[config.mk]
export PLATFORM = sky130hd
export DESIGN_NAME = tlb_address_translation_core
export DESIGN_NICKNAME = d
export VERILOG_FILES = /design/src/rtl/tlb_pkg.sv /design/src/rtl/tlb_cell.sv /design/src/rtl/tlb_address_translation_core.sv
export SDC_FILE = /design/constraint.sdc
export NUM_CORES = 2
export LEC_CHECK = 0
export BUFFER_PORTS_ARGS = -buffer_cell sky130_fd_sc_hd__buf_2
export CAP_MARGIN = 15
export CORE_MARGIN = 2
export CORE_UTILIZATION = 61
export CTS_CLUSTER_SIZE = 25
export DETAILED_ROUTE_END_ITERATION = 8
export PLACE_DENSITY = 0.77
export SYNTH_ARGS = -nofsm -noshare
export SYNTH_HDL_FRONTEND = slang
export SYNTH_HIERARCHICAL = 1
export SYNTH_SLANG_ARGS = --single-unit
[constraint.sdc]
create_clock -name clk -period 7.5 [get_ports clk]
set_input_delay 0.375 -clock clk [delete_from_list [all_inputs] [get_ports clk]]
set_output_delay 0.375 -clock clk [all_outputs]
set_load 0.005 [all_outputs]
[src/rtl/tlb_pkg.sv]
package tlb_pkg;

  localparam int TABLE_SIZE = 32;
  localparam int SLOT_W = $clog2(TABLE_SIZE);
  localparam int PAGE_SHIFT = 12;
  localparam int VPN_W = 20;
  localparam int PFN_W = 20;
  localparam logic [15:0] LFSR_RESET = 16'hACE1;

  typedef enum logic [1:0] {
    REQ_TRANSLATE = 2'd0,
    REQ_WRITE_IDX = 2'd1,
    REQ_WRITE_RND = 2'd2,
    REQ_FLUSH     = 2'd3
  } req_t;

  localparam logic [1:0] ACC_READ  = 2'd0;
  localparam logic [1:0] ACC_WRITE = 2'd1;
  localparam logic [1:0] ACC_EXEC  = 2'd2;

  localparam logic [1:0] FAULT_NONE     = 2'd0;
  localparam logic [1:0] FAULT_MODIFIED = 2'd1;
  localparam logic [1:0] FAULT_LOAD     = 2'd2;
  localparam logic [1:0] FAULT_STORE    = 2'd3;

  typedef struct packed {
    logic [VPN_W-1:0] vpn;
    logic [PFN_W-1:0] pfn;
    logic             dirty;
    logic             rd;
    logic             wr;
    logic             ex;
  } entry_t;

  typedef struct packed {
    logic                  active;
    logic                  found;
    logic [VPN_W-1:0]      vpn;
    logic [PAGE_SHIFT-1:0] offset;
    logic [1:0]            kind;
    logic [1:0]            fault;
    logic [31:0]           phys;
  } probe_t;

  typedef struct packed {
    logic   flush;
    logic   valid;
    entry_t data;
  } wr_cmd_t;

endpackage

[src/rtl/tlb_cell.sv]
module tlb_cell
  import tlb_pkg::*;
(
  input  logic    clk,
  input  logic    rst,
  input  wr_cmd_t wr_cmd,
  input  logic    sel,
  input  probe_t  probe_in,
  output probe_t  probe_out
);

  entry_t entry;
  logic   valid;
  probe_t probe_next;
  logic   ok;

  always_ff @(posedge clk) begin
    if (rst) begin
      valid <= 1'b0;
    end else if (wr_cmd.flush) begin
      valid <= 1'b0;
    end else if (sel) begin
      valid <= wr_cmd.valid;
    end
  end

  always_ff @(posedge clk) begin
    if (sel) begin
      entry <= wr_cmd.data;
    end
  end

  always_comb begin
    case (probe_in.kind)
      ACC_READ:  ok = entry.rd;
      ACC_WRITE: ok = entry.wr;
      ACC_EXEC:  ok = entry.ex;
      default:   ok = 1'b0;
    endcase
  end

  always_comb begin
    probe_next = probe_in;
    if (probe_in.active && !probe_in.found && valid && entry.vpn == probe_in.vpn) begin
      probe_next.found = 1'b1;
      probe_next.phys = '0;
      if (probe_in.kind == ACC_WRITE && !entry.dirty) begin
        probe_next.fault = FAULT_MODIFIED;
      end else if (!ok) begin
        probe_next.fault = (probe_in.kind == ACC_WRITE) ? FAULT_STORE : FAULT_LOAD;
      end else begin
        probe_next.fault = FAULT_NONE;
        probe_next.phys = {entry.pfn, probe_in.offset};
      end
    end
  end

  always_ff @(posedge clk) begin
    if (rst) begin
      probe_out <= '0;
    end else begin
      probe_out <= probe_next;
    end
  end

endmodule

[src/rtl/tlb_address_translation_core.sv]
// Channel   Signals                                          Direction
// request   start, busy, req_type, vaddr, access_kind,       in (busy out)
//           entry_index, entry_vpn, entry_pfn, entry_* flags
// result    done, paddr, fault_code, direct_mapped,          out
//           slot_written
// An entry write, a flush or a direct-region translate gives its result in the cycle after the transfer.
// A table lookup walks the row of 32 entry cells one cell per cycle; its result is registered
// after the last cell, and busy stays high until the probe leaves the last cell.
// Synchronous reset invalidates every entry and loads the random slot generator.
// The receiver cannot stall: each result is shown for one cycle with done high.
module tlb_address_translation_core
  import tlb_pkg::*;
(
  input  logic        clk,
  input  logic        rst,
  input  logic        start,
  output logic        busy,
  input  logic [1:0]  req_type,
  input  logic [31:0] vaddr,
  input  logic [1:0]  access_kind,
  input  logic [5:0]  entry_index,
  input  logic [19:0] entry_vpn,
  input  logic [19:0] entry_pfn,
  input  logic        entry_valid,
  input  logic        entry_dirty,
  input  logic        entry_readable,
  input  logic        entry_writable,
  input  logic        entry_executable,
  output logic        done,
  output logic [31:0] paddr,
  output logic [1:0]  fault_code,
  output logic        direct_mapped,
  output logic [5:0]  slot_written
);

  logic              accept;
  logic              is_direct;
  logic              lookup_go;
  logic [15:0]       lfsr;
  logic [15:0]       lfsr_next;
  logic [SLOT_W-1:0] wr_slot;
  logic              wr_en;
  logic [TABLE_SIZE-1:0] sel;
  wr_cmd_t           wr_cmd;
  probe_t            chain [TABLE_SIZE+1];
  probe_t            last;

  assign accept    = start && !busy;
  assign is_direct = (vaddr[31:30] == 2'b10);
  assign lookup_go = accept && req_t'(req_type) == REQ_TRANSLATE && !is_direct;
  assign lfsr_next = {lfsr[0] ^ lfsr[2] ^ lfsr[3] ^ lfsr[5], lfsr[15:1]};

  always_comb begin
    wr_slot = '0;
    wr_en   = 1'b0;
    case (req_t'(req_type))
      REQ_WRITE_IDX: begin
        wr_en   = accept && ({1'b0, entry_index} < 7'(TABLE_SIZE));
        wr_slot = entry_index[SLOT_W-1:0];
      end
      REQ_WRITE_RND: begin
        wr_en   = accept;
        wr_slot = SLOT_W'(lfsr_next % 16'(TABLE_SIZE));
      end
      default: begin
        wr_en   = 1'b0;
        wr_slot = '0;
      end
    endcase
  end

  always_comb begin
    wr_cmd.flush      = accept && req_t'(req_type) == REQ_FLUSH;
    wr_cmd.valid      = entry_valid;
    wr_cmd.data.vpn   = entry_vpn;
    wr_cmd.data.pfn   = entry_pfn;
    wr_cmd.data.dirty = entry_dirty;
    wr_cmd.data.rd    = entry_readable;
    wr_cmd.data.wr    = entry_writable;
    wr_cmd.data.ex    = entry_executable;
  end

  always_comb begin
    chain[0].active = lookup_go;
    chain[0].found  = 1'b0;
    chain[0].vpn    = vaddr[31:PAGE_SHIFT];
    chain[0].offset = vaddr[PAGE_SHIFT-1:0];
    chain[0].kind   = access_kind;
    chain[0].fault  = (access_kind == ACC_WRITE) ? FAULT_STORE : FAULT_LOAD;
    chain[0].phys   = '0;
  end

  for (genvar i = 0; i < TABLE_SIZE; i++) begin : g_cell
    assign sel[i] = wr_en && (wr_slot == SLOT_W'(i));
    tlb_cell u_cell (
      .clk       (clk),
      .rst       (rst),
      .wr_cmd    (wr_cmd),
      .sel       (sel[i]),
      .probe_in  (chain[i]),
      .probe_out (chain[i+1])
    );
  end

  assign last = chain[TABLE_SIZE];

  always_ff @(posedge clk) begin
    if (rst) begin
      lfsr <= LFSR_RESET;
    end else if (accept && req_t'(req_type) == REQ_WRITE_RND) begin
      lfsr <= lfsr_next;
    end
  end

  always_ff @(posedge clk) begin
    if (rst) begin
      busy <= 1'b0;
      done <= 1'b0;
    end else begin
      if (lookup_go) begin
        busy <= 1'b1;
      end else if (last.active) begin
        busy <= 1'b0;
      end
      done <= (accept && !lookup_go) || last.active;
    end
  end

  always_ff @(posedge clk) begin
    if (last.active) begin
      paddr         <= last.phys;
      fault_code    <= last.fault;
      direct_mapped <= 1'b0;
      slot_written  <= '0;
    end else if (accept) begin
      fault_code <= FAULT_NONE;
      if (req_t'(req_type) == REQ_TRANSLATE) begin
        paddr         <= {2'b00, vaddr[29:0]};
        direct_mapped <= 1'b1;
        slot_written  <= '0;
      end else begin
        paddr         <= '0;
        direct_mapped <= 1'b0;
        slot_written  <= wr_en ? 6'(wr_slot) : '0;
      end
    end
  end

endmodule

==> flow_summary.json <==
{
  "slowest_delay_ns": 0.56,
  "core_area_um2": 219300,
  "switching_power_mw": 8.018,
  "wl_met2_mm": 152.3,
  "drc": 0,
  "crit_fanout": 45,
  "drv_cap": 0,
  "cts-root-buf": "clkbuf_16",
  "path_class": "in -> reg",
  "fillCellCount": 14729,
  "ios": 133,
  "hold_start": "entry_index[5]",
  "clkPwrFrac_pct": 45.4,
  "rows": 172,
  "leakage_nw": 52.97,
  "cp_num_buf_inv": 3,
  "period_needed_ns": 3.173,
  "hold_violations": 0,
  "cts-buffers-inserted": 366,
  "synth_area_per_cell_um2": 13.38,
  "clk_path_buf_depth": 4,
  "power_frac_seq_pct": 52.4,
  "cp_cell_sequence": "dlygate4sd3_1 -> buf_2 -> ha_1 -> a22oi_1 -> a211oi_1 -> nand3_1 -> a31oi_4 -> buf_4 -> mux2i_1 -> nor3_1",
  "syn_area_um2": 134300,
  "wl_per_cell_um": 22.16,
  "maxSlewHeadroom_pct": 16.21,
  "endpoint_kind": "register",
  "slew_viol_final": 0,
  "pwr-share-comb_pct": 2.2,
  "ir_worst_vdd_v": 0.0002560,
  "hold_slack_ns": 0.09556,
  "grt_pass1_vias": 76669,
  "h-tree-depth": 5,
  "clk_latency_ns": 0.97,
  "slowest_stage": "buf_4",
  "antenna_left": 0,
  "grt_start_max_net_pins": 260,
  "internal-power_mw": 32.08,
  "hp-class": "in -> reg",
  "hold_buffers": 42,
  "setup.worst_path.start": "req_type[1]",
  "drtIter0Drc": 6180,
  "min_period_over_period_pct": 42.31,
  "start_util_pct": 61.23,
  "met1_length_mm": 117.2,
  "grt_usage_pct": 26.24,
  "routabilityCongestion": 0.8785,
  "hpwl_mm": 186.4,
  "syn2layout_area_growth_pct": 11.04,
  "ctsResizeCount": 0,
  "grt_remaining_overflow": 0,
  "drt_wl_total_mm": 296.8,
  "timing.rr.start": "lfsr[2]",
  "die_area_um2": 223900,
  "cts.reportedPaths.clkPinSlew_ns": 0.06,
  "fin_worst_skew_ns": 0.07907,
  "setup_viol": 0,
  "p_sw_share_pct": 20.00,
  "worst_pin_slew_ns": 1.257,
  "status": "completed",
  "dr_total_vias": 74748,
  "drt-vias-per-instance": 5.582,
  "cts_tree": "done",
  "fmax_ghz": 0.3151,
  "cts_setup_buffers": 0,
  "powerDensity_nw_per_um2": 268.9,
  "critPathLaunchType": "input port",
  "final_nets": 10319,
  "rsz0062_at_grt": "no",
  "clkSinkCount": 3703,
  "worstPathRequired_ns": 8.28,
  "design_area_um2": 149100,
  "firstDrtPassIters": 6,
  "fp.dieH_um": 473.2,
  "die_w_um": 473.2,
  "cp.arrival_ns": 3.95,
  "yosysWarnings": 6,
  "antenna_found_initial": 16,
  "path_delay_family": "buffers and inverters",
  "highest_layer": "met4",
  "power_mw": 40.10,
  "grt_pass1_wl_mm": 451.4,
  "io_buffers": 131,
  "tns_ns": 0,
  "layout-drive-gt1-share_pct": 12.52,
  "met3_length_mm": 18.74,
  "netlist_instances": 10035,
  "place_area_um2": 136600
}
-- state kept, by name, summed over array words and instances, names as in the netlist --
signal                   flops
fault_code                   2
done                         1
busy                         1
slot_written                 5
g_cell.u_cell/probe_out   2205
paddr                       32
lfsr                        16
g_cell.u_cell/valid         32
direct_mapped                1
g_cell.u_cell/entry       1408
-- worst paths after layout --
kind	cells after the start	slack, ns	endpoint
setup / recovery	10	4.33	g_cell[19].u_cell/valid
hold / removal	5	0.1	slot_written[2]
setup reg to reg	7	4.51	g_cell[19].u_cell/valid
hold reg to reg	1	0.42	g_cell[12].u_cell/probe_out[39]
-- placed cells by master, fill, tap and decap left out, types with 192 or more instances in the layout --
cell	count
dfxtp_1	2261
edfxtp_1	1442
nor2b_1	1103
nand2_1	949
nand2b_1	869
mux2i_1	672
xor2_1	513
clkbuf_16	377
a2bb2oi_2	225
o21ai_1	192
-- power groups by stage --
stage	Sequential (mW)	Clock, mW	Combinational [mW]
floorplan	21.4	0	0.421
global placement	21.5	0	0.836
detailed placement	21.5	0	0.854
CTS	21.0	18.4	0.876
global route	21.0	19.2	0.931
finish	21.0	18.2	0.887
-- metrics by stage --
| step | std cells | setup slack, ns | util, % |
|---|---|---|---|
| finish | 13391 | 4.327 | 68.00 |
| global route | 13387 | 4.041 | 67.99 |
| CTS | 13386 | 4.404 | 67.99 |
| detailed placement | 12685 | 3.838 | 62.28 |
| global placement | 12684 | 3.843 | 62.28 |
| floorplan | 10069 | 1.281 | - |
-- layout make-up --
type / instances / area, um2 / area share, %
Tap cell: 2871 / 3592 / 2.409
Multi-Input combinational cell: 5826 / 42690 / 28.63
Clock inverter: 128 / 1478 / 0.9910
Antenna cell: 5 / 12.51 / 0.008391
Timing Repair Buffer: 286 / 2002 / 1.343
Sequential cell: 3703 / 88560 / 59.40
Inverter: 41 / 153.9 / 0.1032
Clock buffer: 531 / 10610 / 7.117
-- worst reg2reg max path: stages, from the launching register on --
cell and delay [ns]:
dfxtp_1 0.48, a22oi_1 0.19, a211oi_1 0.48, nand3_1 0.44
a31oi_4 0.27, buf_4 0.56, mux2i_1 0.36, nor3_1 0.06
-- metal layers --
| metal | vias up | GRT usage [%] |
|---|---|---|
| li1 | 34800 | - |
| met1 | 37204 | 32.09 |
| met2 | 2138 | 46.40 |
| met3 | 606 | 5.337 |
| met4 | 0 | 8.345 |
| met5 | - | 0 |
(Power assumes the default switching activity.)
